===== src/hdl/wlcr_pkg.sv =====
// Shared constants, types and helper functions of the wear-levelled counter ring.
package wlcr_pkg;

  // Number of slots in the ring.
  localparam int SLOTS = 8;

  // Slot address, 0-based, and slot numbers 1..SLOTS (0 means no current slot).
  localparam int IDX_W = (SLOTS > 1) ? $clog2(SLOTS) : 1;
  localparam int NUM_W = ($clog2(SLOTS + 1) > 4) ? $clog2(SLOTS + 1) : 4;

  // Field widths.
  localparam int HALF_W  = 16;
  localparam int TOTAL_W = 32;
  localparam int INDEX_W = 4;

  // The high word that marks the slot before it as current.
  localparam logic [HALF_W-1:0] MARKER = 16'hFFFF;

  // Contents of slot one after reset; every other slot holds zero.
  localparam logic [HALF_W-1:0] FIRST_SLOT_INIT = 16'h00FF;

  localparam logic [IDX_W-1:0] LAST_ADDR  = IDX_W'(SLOTS - 1);
  localparam logic [IDX_W-1:0] FIRST_ADDR = '0;

  // Operation codes.
  typedef enum logic {
    OP_READ  = 1'b0,
    OP_WRITE = 1'b1
  } opcode_t;

  // Sequencer states.
  typedef enum logic [2:0] {
    ST_IDLE,
    ST_SCAN,
    ST_LOAD,
    ST_CAPT,
    ST_WR_DATA,
    ST_WR_MARK,
    ST_RESP
  } state_t;

  // Word that a slot holds before it is first written.
  function automatic logic [HALF_W-1:0] reset_word(input logic [IDX_W-1:0] addr);
    reset_word = (addr == FIRST_ADDR) ? FIRST_SLOT_INIT : '0;
  endfunction

  // Slot address after the given one, wrapping round at the end of the ring.
  function automatic logic [IDX_W-1:0] next_addr(input logic [IDX_W-1:0] addr);
    next_addr = (addr == LAST_ADDR) ? FIRST_ADDR : addr + IDX_W'(1);
  endfunction

endpackage


===== src/hdl/wlcr_if.sv =====
// Handshake interfaces for the command channel and the result channel.
interface wlcr_in_if;
  logic                             valid;
  logic                             ready;
  logic                             opcode;
  logic [wlcr_pkg::TOTAL_W-1:0]     energy_value;

  modport source (output valid, output opcode, output energy_value, input ready);
  modport sink   (input valid, input opcode, input energy_value, output ready);
endinterface

interface wlcr_out_if;
  logic                             valid;
  logic                             ready;
  logic [wlcr_pkg::TOTAL_W-1:0]     energy_total;
  logic [wlcr_pkg::INDEX_W-1:0]     slot_index;

  modport source (output valid, output energy_total, output slot_index, input ready);
  modport sink   (input valid, input energy_total, input slot_index, output ready);
endinterface


===== src/hdl/wlcr_ram.sv =====
// Generic single-port-write, single-port-read RAM with a registered read.
module wlcr_ram #(
  parameter int WIDTH = 16,
  parameter int DEPTH = 8
) (
  input  logic                             clk,
  input  logic                             we,
  input  logic [$clog2(DEPTH)-1:0]         waddr,
  input  logic [WIDTH-1:0]                 wdata,
  input  logic [$clog2(DEPTH)-1:0]         raddr,
  output logic [WIDTH-1:0]                 rdata
);

  logic [WIDTH-1:0] mem_r [DEPTH];

  // Write port.
  always_ff @(posedge clk) begin
    if (we) begin
      mem_r[waddr] <= wdata;
    end
  end

  // Registered read port.
  always_ff @(posedge clk) begin
    rdata <= mem_r[raddr];
  end

endmodule


===== src/hdl/wear_leveled_counter_ring.sv =====
// Top level of the wear-levelled counter ring: marker scan sequencer and slot storage.
//
//   channel | dir | handshake         | beat payload
//   --------+-----+-------------------+-----------------------------------
//   in_ch   | in  | valid / ready     | opcode, energy_value
//   out_ch  | out | valid / ready     | energy_total, slot_index
//
// A beat runs from acceptance through a marker scan to a result in the output register.
// The marker scan issues one high word a cycle through the single read port of the
// high-word RAM and tests it in the cycle after; it ends at the last slot or early at the
// first marker. Then a read loads the current slot, if any, or a write stores the new total
// and the marker, and the result is handed to the output register. A new beat is taken only
// when the sequencer is back in idle, so a beat is never taken before the last one is done.
// Reset restores the reset contents at once through per-slot valid bits; no clearing pass
// is needed. A stalled result holds the sequencer in its last state until the beat is taken.
module wear_leveled_counter_ring (
  input  logic          clk,
  input  logic          rst_n,
  wlcr_in_if.sink       in_ch,
  wlcr_out_if.source    out_ch
);

  wlcr_pkg::state_t                 state_r, state_nxt;

  logic                             op_r, op_nxt;
  logic [wlcr_pkg::TOTAL_W-1:0]     value_r, value_nxt;

  logic [wlcr_pkg::IDX_W-1:0]       scan_addr_r, scan_addr_nxt;
  logic [wlcr_pkg::IDX_W-1:0]       chk_idx_r, chk_idx_nxt;
  logic                             chk_vld_r, chk_vld_nxt;

  logic [wlcr_pkg::IDX_W-1:0]       cur_addr_r, cur_addr_nxt;
  logic [wlcr_pkg::IDX_W-1:0]       tgt_addr_r, tgt_addr_nxt;

  logic [wlcr_pkg::TOTAL_W-1:0]     res_total_r, res_total_nxt;
  logic [wlcr_pkg::INDEX_W-1:0]     res_index_r, res_index_nxt;

  logic [wlcr_pkg::SLOTS-1:0]       hi_vld_r, hi_vld_nxt;
  logic [wlcr_pkg::SLOTS-1:0]       lo_vld_r, lo_vld_nxt;

  logic                             out_valid_r, out_valid_nxt;
  logic [wlcr_pkg::TOTAL_W-1:0]     out_total_r, out_total_nxt;
  logic [wlcr_pkg::INDEX_W-1:0]     out_index_r, out_index_nxt;

  // RAM ports.
  logic                             hi_we, lo_we;
  logic [wlcr_pkg::IDX_W-1:0]       hi_waddr, hi_raddr;
  logic [wlcr_pkg::HALF_W-1:0]      hi_wdata, lo_wdata;
  logic [wlcr_pkg::HALF_W-1:0]      hi_rdata, lo_rdata;

  // Effective words, with never-written slots reading their reset contents.
  logic [wlcr_pkg::HALF_W-1:0]      chk_word;
  logic [wlcr_pkg::HALF_W-1:0]      cur_hi_word, cur_lo_word;
  logic                             hit;
  logic [wlcr_pkg::NUM_W-1:0]       cur_num;
  logic [wlcr_pkg::NUM_W-1:0]       tgt_num;
  logic                             out_free;

  // Slot storage: high words and low words in separate RAMs.
  wlcr_ram #(
    .WIDTH (wlcr_pkg::HALF_W),
    .DEPTH (wlcr_pkg::SLOTS)
  ) u_hi_ram (
    .clk   (clk),
    .we    (hi_we),
    .waddr (hi_waddr),
    .wdata (hi_wdata),
    .raddr (hi_raddr),
    .rdata (hi_rdata)
  );

  wlcr_ram #(
    .WIDTH (wlcr_pkg::HALF_W),
    .DEPTH (wlcr_pkg::SLOTS)
  ) u_lo_ram (
    .clk   (clk),
    .we    (lo_we),
    .waddr (tgt_addr_r),
    .wdata (lo_wdata),
    .raddr (cur_addr_r),
    .rdata (lo_rdata)
  );

  // Word under test in the scan, and the current slot's words after a load.
  assign chk_word    = hi_vld_r[chk_idx_r]  ? hi_rdata : wlcr_pkg::reset_word(chk_idx_r);
  assign cur_hi_word = hi_vld_r[cur_addr_r] ? hi_rdata : wlcr_pkg::reset_word(cur_addr_r);
  assign cur_lo_word = lo_vld_r[cur_addr_r] ? lo_rdata : wlcr_pkg::reset_word(cur_addr_r);
  assign hit         = chk_vld_r && (chk_word == wlcr_pkg::MARKER);

  // A marker in the first slot makes the last slot current; elsewhere the one before.
  assign cur_num = !hit ? '0 :
                   (chk_idx_r == wlcr_pkg::FIRST_ADDR) ? wlcr_pkg::NUM_W'(wlcr_pkg::SLOTS) :
                   wlcr_pkg::NUM_W'(chk_idx_r);
  // The slot written is the marked slot itself, or the first slot when none is marked.
  assign tgt_num = hit ? wlcr_pkg::NUM_W'(chk_idx_r) + wlcr_pkg::NUM_W'(1)
                       : wlcr_pkg::NUM_W'(1);

  assign out_free = !out_valid_r || out_ch.ready;

  assign in_ch.ready         = (state_r == wlcr_pkg::ST_IDLE);
  assign out_ch.valid        = out_valid_r;
  assign out_ch.energy_total = out_total_r;
  assign out_ch.slot_index   = out_index_r;

  // Control registers.
  always_ff @(posedge clk) begin
    if (!rst_n) begin
      state_r     <= wlcr_pkg::ST_IDLE;
      chk_vld_r   <= 1'b0;
      hi_vld_r    <= '0;
      lo_vld_r    <= '0;
      out_valid_r <= 1'b0;
    end else begin
      state_r     <= state_nxt;
      chk_vld_r   <= chk_vld_nxt;
      hi_vld_r    <= hi_vld_nxt;
      lo_vld_r    <= lo_vld_nxt;
      out_valid_r <= out_valid_nxt;
    end
  end

  // Payload registers.
  always_ff @(posedge clk) begin
    op_r        <= op_nxt;
    value_r     <= value_nxt;
    scan_addr_r <= scan_addr_nxt;
    chk_idx_r   <= chk_idx_nxt;
    cur_addr_r  <= cur_addr_nxt;
    tgt_addr_r  <= tgt_addr_nxt;
    res_total_r <= res_total_nxt;
    res_index_r <= res_index_nxt;
    out_total_r <= out_total_nxt;
    out_index_r <= out_index_nxt;
  end

  // Sequencer: next state, RAM control and result formation.
  always_comb begin
    state_nxt     = state_r;
    op_nxt        = op_r;
    value_nxt     = value_r;
    scan_addr_nxt = scan_addr_r;
    chk_idx_nxt   = chk_idx_r;
    chk_vld_nxt   = 1'b0;
    cur_addr_nxt  = cur_addr_r;
    tgt_addr_nxt  = tgt_addr_r;
    res_total_nxt = res_total_r;
    res_index_nxt = res_index_r;
    hi_vld_nxt    = hi_vld_r;
    lo_vld_nxt    = lo_vld_r;
    out_total_nxt = out_total_r;
    out_index_nxt = out_index_r;
    out_valid_nxt = out_valid_r && !out_ch.ready;

    hi_we    = 1'b0;
    lo_we    = 1'b0;
    hi_waddr = tgt_addr_r;
    hi_wdata = value_r[wlcr_pkg::TOTAL_W-1:wlcr_pkg::HALF_W];
    lo_wdata = value_r[wlcr_pkg::HALF_W-1:0];
    hi_raddr = cur_addr_r;

    unique case (state_r)
      wlcr_pkg::ST_IDLE: begin
        if (in_ch.valid) begin
          op_nxt        = in_ch.opcode;
          value_nxt     = in_ch.energy_value;
          scan_addr_nxt = wlcr_pkg::FIRST_ADDR;
          state_nxt     = wlcr_pkg::ST_SCAN;
        end
      end

      // One high word is issued a cycle; its data is tested in the cycle after.
      wlcr_pkg::ST_SCAN: begin
        hi_raddr    = scan_addr_r;
        chk_idx_nxt = scan_addr_r;
        chk_vld_nxt = 1'b1;
        if (scan_addr_r != wlcr_pkg::LAST_ADDR) begin
          scan_addr_nxt = scan_addr_r + wlcr_pkg::IDX_W'(1);
        end
        if (hit || (chk_vld_r && (chk_idx_r == wlcr_pkg::LAST_ADDR))) begin
          chk_vld_nxt  = 1'b0;
          cur_addr_nxt = (chk_idx_r == wlcr_pkg::FIRST_ADDR) ? wlcr_pkg::LAST_ADDR
                                                             : chk_idx_r - wlcr_pkg::IDX_W'(1);
          tgt_addr_nxt = hit ? chk_idx_r : wlcr_pkg::FIRST_ADDR;
          if (op_r == wlcr_pkg::OP_WRITE) begin
            res_total_nxt = value_r;
            res_index_nxt = tgt_num[wlcr_pkg::INDEX_W-1:0];
            state_nxt     = wlcr_pkg::ST_WR_DATA;
          end else begin
            res_total_nxt = '0;
            res_index_nxt = cur_num[wlcr_pkg::INDEX_W-1:0];
            state_nxt     = hit ? wlcr_pkg::ST_LOAD : wlcr_pkg::ST_RESP;
          end
        end
      end

      // Read both words of the current slot.
      wlcr_pkg::ST_LOAD: begin
        hi_raddr  = cur_addr_r;
        state_nxt = wlcr_pkg::ST_CAPT;
      end

      wlcr_pkg::ST_CAPT: begin
        res_total_nxt = {cur_hi_word, cur_lo_word};
        state_nxt     = wlcr_pkg::ST_RESP;
      end

      // Store the new total in the target slot.
      wlcr_pkg::ST_WR_DATA: begin
        hi_we                  = 1'b1;
        lo_we                  = 1'b1;
        hi_vld_nxt[tgt_addr_r] = 1'b1;
        lo_vld_nxt[tgt_addr_r] = 1'b1;
        state_nxt              = wlcr_pkg::ST_WR_MARK;
      end

      // Place the marker in the slot after the target.
      wlcr_pkg::ST_WR_MARK: begin
        hi_we    = 1'b1;
        hi_waddr = wlcr_pkg::next_addr(tgt_addr_r);
        hi_wdata = wlcr_pkg::MARKER;
        hi_vld_nxt[wlcr_pkg::next_addr(tgt_addr_r)] = 1'b1;
        state_nxt = wlcr_pkg::ST_RESP;
      end

      // Hand the result to the output register once it is free.
      wlcr_pkg::ST_RESP: begin
        if (out_free) begin
          out_valid_nxt = 1'b1;
          out_total_nxt = res_total_r;
          out_index_nxt = res_index_r;
          state_nxt     = wlcr_pkg::ST_IDLE;
        end
      end

      default: begin
        state_nxt = wlcr_pkg::ST_IDLE;
      end
    endcase
  end

endmodule


===== src/flat_wrapper.sv =====
// flat-port wrapper written by rule: the top's interface ports become plain ports
module wear_leveled_counter_ring_flat 
  (clk, rst_n, in_ch_valid, in_ch_opcode, in_ch_energy_value, in_ch_ready, out_ch_valid, out_ch_energy_total, out_ch_slot_index, out_ch_ready);
  wlcr_in_if in_ch_i ();
  wlcr_out_if out_ch_i ();
  input  logic clk;
  input  logic rst_n;
  input wire logic [$bits(in_ch_i.valid)-1:0] in_ch_valid;
  input wire logic [$bits(in_ch_i.opcode)-1:0] in_ch_opcode;
  input wire logic [$bits(in_ch_i.energy_value)-1:0] in_ch_energy_value;
  output wire logic [$bits(in_ch_i.ready)-1:0] in_ch_ready;
  output wire logic [$bits(out_ch_i.valid)-1:0] out_ch_valid;
  output wire logic [$bits(out_ch_i.energy_total)-1:0] out_ch_energy_total;
  output wire logic [$bits(out_ch_i.slot_index)-1:0] out_ch_slot_index;
  input wire logic [$bits(out_ch_i.ready)-1:0] out_ch_ready;
  assign in_ch_i.valid = in_ch_valid;
  assign in_ch_i.opcode = in_ch_opcode;
  assign in_ch_i.energy_value = in_ch_energy_value;
  assign in_ch_ready = in_ch_i.ready;
  assign out_ch_valid = out_ch_i.valid;
  assign out_ch_energy_total = out_ch_i.energy_total;
  assign out_ch_slot_index = out_ch_i.slot_index;
  assign out_ch_i.ready = out_ch_ready;
  wear_leveled_counter_ring u_core (.clk(clk), .rst_n(rst_n), .in_ch(in_ch_i), .out_ch(out_ch_i));
endmodule

===== config.mk =====
export PLATFORM = sky130hd
export DESIGN_NAME = wear_leveled_counter_ring_flat
export DESIGN_NICKNAME = d
export VERILOG_FILES = /design/src/hdl/wlcr_pkg.sv /design/src/hdl/wlcr_if.sv /design/src/hdl/wlcr_ram.sv /design/src/hdl/wear_leveled_counter_ring.sv /design/src/flat_wrapper.sv
export SDC_FILE = /design/constraint.sdc
export NUM_CORES = 1
export LEC_CHECK = 0
export BUFFER_PORTS_ARGS = -buffer_cell sky130_fd_sc_hd__buf_2
export CAP_MARGIN = 20
export CORE_ASPECT_RATIO = 1.2
export CORE_UTILIZATION = 55
export DETAILED_ROUTE_END_ITERATION = 8
export PLACE_DENSITY = 0.85
export SLEW_MARGIN = 10
export SYNTH_ARGS = -nofsm -noshare
export SYNTH_HDL_FRONTEND = slang
export SYNTH_SLANG_ARGS = --single-unit

===== constraint.sdc =====
create_clock -name clk -period 4 [get_ports clk]
set_input_delay 0.2 -clock clk [delete_from_list [all_inputs] [get_ports clk]]
set_output_delay 0.2 -clock clk [all_outputs]
set_load 0.02 [all_outputs]

## Word-level counts from Yosys, hierarchy flattened

Memory sizes are Yosys's and may differ from the RTL's. A register that Yosys moved wholly into a read port is not among the register bits.
Index checks and enable logic that the tools add are counted.

- Register bits after elaboration: 138
- Bits in writable memories: 256
- Input bits: 37
- Output and inout port bits: 38
- Memories kept: 2

- Add/subtract/negate cells: 4
- $lt $le $gt $ge: 6
- Equal/unequal tests: 14
- Muxes and demuxes: 45
- Bitwise gates (word level): 3
- Reduce and logical (&&, ||, !) cells: 24

Memories:

| name | words | width | read ports | clocked after memory_dff | write ports | line | text |
|---|---|---|---|---|---|---|---|
| u_core.u_hi_ram.mem_r | 8 | 16 | 1 | 1 | 1 | wlcr_ram.sv:14 | `logic [WIDTH-1:0] mem_r [DEPTH];` |
| u_core.u_lo_ram.mem_r | 8 | 16 | 1 | 1 | 1 | wlcr_ram.sv:14 |  |

Operator list:

| cell | number |
|---|---|
| 2-to-1 mux 16 bit | 4 |
| 2-to-1 mux 32 bit | 2 |
| one-hot mux 32 bit (2 select lines) | 1 |
| 2-to-1 mux 3 bit | 10 |
| bitwise OR 8 bit | 3 |
| one-hot mux 3 bit (6 select lines) | 1 |
| == test 16 bit, second input constant | 1 |
| less-than comparator 3 x 4 -> 1 bit, second input constant | 4 |
| 2-to-1 mux 4 bit | 4 |
| 2-to-1 mux 8 bit | 2 |
| one-hot mux 8 bit (2 select lines) | 1 |
| == test 3 bit, second input constant | 5 |
| 2-to-1 mux 1 bit | 14 |
| AND reduction 2 bit | 5 |
| binary-select mux 1 bit (select 3 bit) | 3 |
| zero test 3 bit | 3 |
| adder 3 x 1 -> 3 bit, second input constant | 2 |
| demux 1 bit (select 3 bit) | 2 |
| == test 3 x 2 -> 1 bit, second input constant | 2 |
| >= comparator 3 x 1 -> 1 bit, second input constant | 2 |
| != test 2 x 1 -> 1 bit, second input constant | 3 |
| one-hot mux 3 bit (2 select lines) | 1 |
| AND reduction 3 bit | 2 |
| nonzero test 2 bit | 3 |
| 9 further kinds | 16 |

## Longest topological paths before layout

- Depth in word-level cells: 9
- Mapped depth: 8
- Mapped depth without buffers: 7

## Modules after synthesis

A second synthesis with hierarchy kept.

- Cells, all modules: 822
- Area, all modules: 16123.0 um^2

By module, submodules not included:

| module | instances | cells each | area an instance (um^2) | seq. area each (um^2) |
|---|---|---|---|---|
| wlcr_ram | 2 | 214 | 5293.8 | 4164.0 |
| wear_leveled_counter_ring | 1 | 394 | 5535.3 | 3933.8 |

## Least setup slack after synthesis

OpenSTA, ideal clock, no wires.

- Path type: reg-to-reg
- Start: register u_core.chk_idx_r[0] (netlist bit)
- End: register u_core.res_total_r[0] (netlist bit), enable pin
- Arrival: 3889 ps
- Data required time: 3520 ps
- Slack: -369 ps
- Cell stages (with the launch flop): 6
- Period minus slack after synthesis: 4369 ps
- Cells stage by stage: edfxtp_1 -> clkbuf_1 -> mux2i_1 -> a311oi_1 -> nand4_1 -> a311oi_1

- Longest elaborated chain between the ends: 8

RTL lines:

| what | line | text |
|---|---|---|
| start, declared | wear_leveled_counter_ring.sv:29 | `logic [wlcr_pkg::IDX_W-1:0] chk_idx_r, chk_idx_nxt;` |
| start signal, assigned | wear_leveled_counter_ring.sv:127 | `chk_idx_r <= chk_idx_nxt;` |
| binary-select mux 1 bit (select 3 bit) / zero test 3 bit (equally long branches) | wear_leveled_counter_ring.sv:85, wlcr_pkg.sv:44 |  |
| 2-to-1 mux 1 bit (not written as such) / 2-to-1 mux 8 bit (equally long branches) | wear_leveled_counter_ring.sv:85, wlcr_pkg.sv:44 |  |
| 2-to-1 mux 16 bit | wear_leveled_counter_ring.sv:85 | `assign chk_word = hi_vld_r[chk_idx_r] ? hi_rdata : wlcr_pkg::reset_word(chk_idx_r);` |
| == test 16 bit | wear_leveled_counter_ring.sv:88 | `assign hit = chk_vld_r && (chk_word == wlcr_pkg::MARKER);` |
| logical AND 1 bit | wear_leveled_counter_ring.sv:88 |  |
| logical OR 1 bit * | wear_leveled_counter_ring.sv:179 | `if (hit \|\| (chk_vld_r && (chk_idx_r == wlcr_pkg::LAST_ADDR))) begin` |
| != test 2 x 1 -> 1 bit (no source line) * | n/a |  |
| AND reduction 2 bit (no source line) * | n/a |  |
| end signal, assigned | wear_leveled_counter_ring.sv:130 | `res_total_r <= res_total_nxt;` |
| end, declared | wear_leveled_counter_ring.sv:35 | `logic [wlcr_pkg::TOTAL_W-1:0] res_total_r, res_total_nxt;` |

Mark *: on every way between the ends. The rest lies on a longest branch, timed or not. The select of a mux whose other input is x is not followed.
A chain may end at the register's enable or synchronous reset.

## Final worst setup path

- Start: register u_core.state_r[0]
- End: register u_core.u_hi_ram.rdata[0] (read register of u_core.u_hi_ram.mem_r)

- Longest elaborated chain between the ends: 2

RTL lines:

| what | line | text |
|---|---|---|
| start, declared | wear_leveled_counter_ring.sv:23 | `wlcr_pkg::state_t state_r, state_nxt;` |
| start signal, assigned | wear_leveled_counter_ring.sv:108 | `state_r <= wlcr_pkg::ST_IDLE;` |
| start signal, assigned | wear_leveled_counter_ring.sv:114 | `state_r <= state_nxt;` |
| == test 3 x 1 -> 1 bit | wear_leveled_counter_ring.sv:161 | `unique case (state_r)` |
| 2-to-1 mux 3 bit | wear_leveled_counter_ring.sv:161 |  |
| end, declared | wlcr_ram.sv:11 | `output logic [WIDTH-1:0] rdata` |

No other way between the ends.

==> flow_metrics.py <==
metrics = {
    "finish": {
        "design.final.nets": 988,
        "mostFrequentLayoutCells": "373 x edfxtp_1, 74 x buf_2, 66 x mux4_2",
        "layout-area-overhead-vs-synth_pct": 15.95,
        "finish.cell_count_without_fillers": 1353,
        "post_route_cells_drive_above_1_share_pct": 28.34,
        "fin_util_pct": 65.35,
        "antenna-diode-count": 0,
        "final_common_cell": "edfxtp_1",
    },
    "setup_path": {
        "worstRegToRegCells": 6,
        "worst_ep_arrival_time_ns": 3.47,
        "critPathMaxFanout": 32,
        "slowest_stage_cell_crit_path": "mux4_1",
        "worst_r2r_startpoint": "u_core.state_r[0]",
        "worst-r2r-setup-slack_ns": 0.94,
        "crit_chain": "inv_2 -> or3_1 -> mux2i_4 -> buf_4 -> mux4_1 -> mux2_2",
        "timing.critical_path.slowest_cell_delay_ns": 0.64,
        "regToRegEndpoint": "u_core.u_hi_ram.rdata[0]",
        "critPathLaunchType": "flip-flop",
        "timing.setup.critical_path_class": "flip-flop to flip-flop",
        "endpoint_kind": "flip-flop",
        "crit_required_ns": 4.42,
    },
    "route": {
        "route.vias.total": 8125,
        "drc": 0,
        "route.detailed.vias_per_inst": 6.005,
        "wl_mm": 33.02,
        "ant_nets": 0,
        "detail_route.wl_per_cell_um": 24.41,
        "drt_first_iter_violations": 609,
        "drt_pre_antenna_iters": 5,
    },
    "global_routing": {
        "via_count_of_the_first_global_routing_pass": 8467,
        "grt.overflow.total": 0,
        "grt_start_max_net_pins": 36,
        "grt_pass1_wl_mm": 49.51,
        "global_route.usage.total_pct": 23.27,
        "antenna_found_initial": 0,
    },
    "power_and_ir_drop": {
        "netSwitchingFraction_pct": 22.89,
        "design_power_total_mw": 9.827,
        "comb_power_share_pct": 8.4,
        "power_frac_clock_pct": 36.8,
        "vdd.ir_drop.worst_v": 0.0004000,
        "seq_power_share_pct": 54.8,
        "switchingPower_mw": 2.250,
        "power.internal_mw": 7.577,
        "power-per-cell-area_nw_per_um2": 535.5,
        "leakagePower_nw": 6.208,
    },
    "place": {
        "cell_count_after_placement": 1247,
        "dpl_worst_slack_ns": 0.9468,
        "io_buffers": 74,
        "hpwlAfterDp_mm": 19.02,
        "globalplace.congestion": 0.8102,
    },
    "synth": {
        "cell_types_occupying_the_most_area_after_synthesis": "edfxtp_1 71%, mux4_2 9.4%, dfxtp_1 6.7%",
        "synth.avg_cell_area_um2": 19.81,
        "netlist.top_cell.by_area": "edfxtp_1",
        "ys_ff_latch": 426,
        "synth_sequential_area_ratio_pct": 77.48,
        "synth-edff-count": 373,
        "syn-instance-count": 799,
        "yosys_top_cell_area_share_pct": 70.77,
        "ys.flop_type": "edfxtp_1",
        "yosys.cell_types.count": 46,
        "netlist_area_um2": 15830,
        "synth_warnings": 0,
        "synth-async-reset-ratio_pct": 0,
        "synthesis.nets": 844,
    },
    "status": {
        "outcome": "finished, final reports clean",
    },
    "sta": {
        "fin_skew_ns": 0.01273,
        "worst_slack_ns": 0.9442,
        "finalSetupViolations": 0,
        "totalNegativeSetupSlack_ns": 0,
        "timing_worst_slew_pin_value_ns": 0.9066,
        "slew_violations": 0,
        "period_share_pct": 76.39,
        "timing.fmax_mhz": 327.2,
        "finalCriticalPeriod_ns": 3.056,
        "timing.final.hold_violations": 0,
        "grt_setup_unrepaired": "no",
        "slew_headroom_pct": 39.56,
    },
    "worst_hold_path": {
        "hold_path_startpoint": "out_ch_ready",
        "min-delay-path-class": "primary input to flip-flop",
        "cells_on_worst_hold_path": 4,
        "hold_end": "u_core.state_r[2]",
    },
    "floorplan": {
        "start_util_pct": 56.36,
        "die-width_um": 156.9,
        "fp.dieH_um": 187.8,
        "io_pins": 75,
        "dieArea_um2": 29460,
        "cell_row_count": 67,
        "placeableCoreArea_um2": 28080,
    },
    "clock_tree": {
        "cts-root-to-sink-buffers": 3,
        "cts_num_sinks": 426,
        "cts_tree": "done",
        "cts_max_level": 2,
        "cts-buffers-inserted": 40,
        "clk_pin_slew_ns": 0.07,
        "cts.repair_timing.setup_buffer_count": 0,
        "insertion_delay_ns": 0.53,
        "clk_root_buffer_cell": "clkbuf_16",
    },
    "job": {
        "max_cap_viol_count": 0,
    },
}
cells by family (layout without fill, tap and decap cells):
group                      count (synthesis)  in the layout  synth area share, %
DFF                                      426            426                77.48
and+or+nand+nor                          123            123                3.985
muxes                                    111            111                12.79
AOI/OAI and AO/OA                         87             87                3.676
buffers and inverters                     44            219                1.439
adders and majority gates                  8              8               0.6325
worst max-delay path by stage:
stage                                 start                             to  depth (start not counted)
after floorplan           u_core.state_r[2]  u_core.out_ch.energy_total[0]                          4
after detailed placement  u_core.state_r[0]       u_core.u_hi_ram.rdata[0]                          6
after global routing      u_core.state_r[0]       u_core.u_hi_ram.rdata[0]                          6
after global placement    u_core.state_r[0]      u_core.u_hi_ram.rdata[15]                          6
after CTS                 u_core.state_r[0]       u_core.u_hi_ram.rdata[0]                          6
final                     u_core.state_r[0]       u_core.u_hi_ram.rdata[0]                          6
cell usage after synthesis (all sizes together) (9+ instances only):
master and number:
nand2 25, buf 15, mux2i 9, clkbuf 21, mux2 34, mux4 68, o21a 17, nor2 27
a21oi 37, edfxtp 373, a22o 16, nand2b 20, nor3 11, dfxtp 53
sequential cells by signal, summed over array words and instances (netlist names), 8 cells and up:
register / flops
u_core.hi_vld_r: 8
u_core.lo_vld_r: 8
u_core.out_ch.energy_total: 32
u_core.res_total_r: 32
u_core.u_hi_ram.mem_r: 128
u_core.u_hi_ram.rdata: 16
u_core.u_lo_ram.mem_r: 128
u_core.u_lo_ram.rdata: 16
u_core.value_r: 32
power groups by stage:
stage / Sequential (mW) / Clock [mW] / Combinational, mW
after CTS: 5.38 / 3.65 / 0.824
after global placement: 5.46 / 0 / 0.749
after floorplan: 5.37 / 0 / 0.594
after global routing: 5.40 / 3.82 / 0.886
final: 5.39 / 3.61 / 0.823
after detailed placement: 5.47 / 0 / 0.786
routing by layer:
layer,wire [µm],vias to the layer above,global-route usage (%)
li1,-,3497,-
met1,12380,4175,28.74
met2,17430,369,40.36
met3,2128,84,4.044
met4,1079,0,9.691
met5,0,-,0
per-stage QoR:
stage               area, µm²  hold slack (ns)
finish                  18350          0.07707
global route            18350           0.1115
CTS                     18350          0.06717
detailed placement      16760           0.3783
global placement        16760           0.3761
floorplan               15830           0.2989
repair_timing:
action                    in CTS  in global routing
hold endpoints to repair      33                  0
hold buffers                  33                  0
gates resized for setup        0                  0
critical path, delay by kind of cell, from the launching register on:
family,cells,cell delay [ns]
muxes,3,1.12
buffers and inverters,2,0.67
DFF,1,0.58
and+or+nand+nor,1,0.52
final cells by class:
class,instances,area [µm²]
fillers,1793,9732
inverters,8,31.28
flip-flops and latches,426,12260
well taps,379,474.2
multi-input cells,329,3387
repair buffers,138,933.4
clock buffers,61,1182
clock inverters,12,81.33
Note: power is estimated with default switching activity, not from simulation.
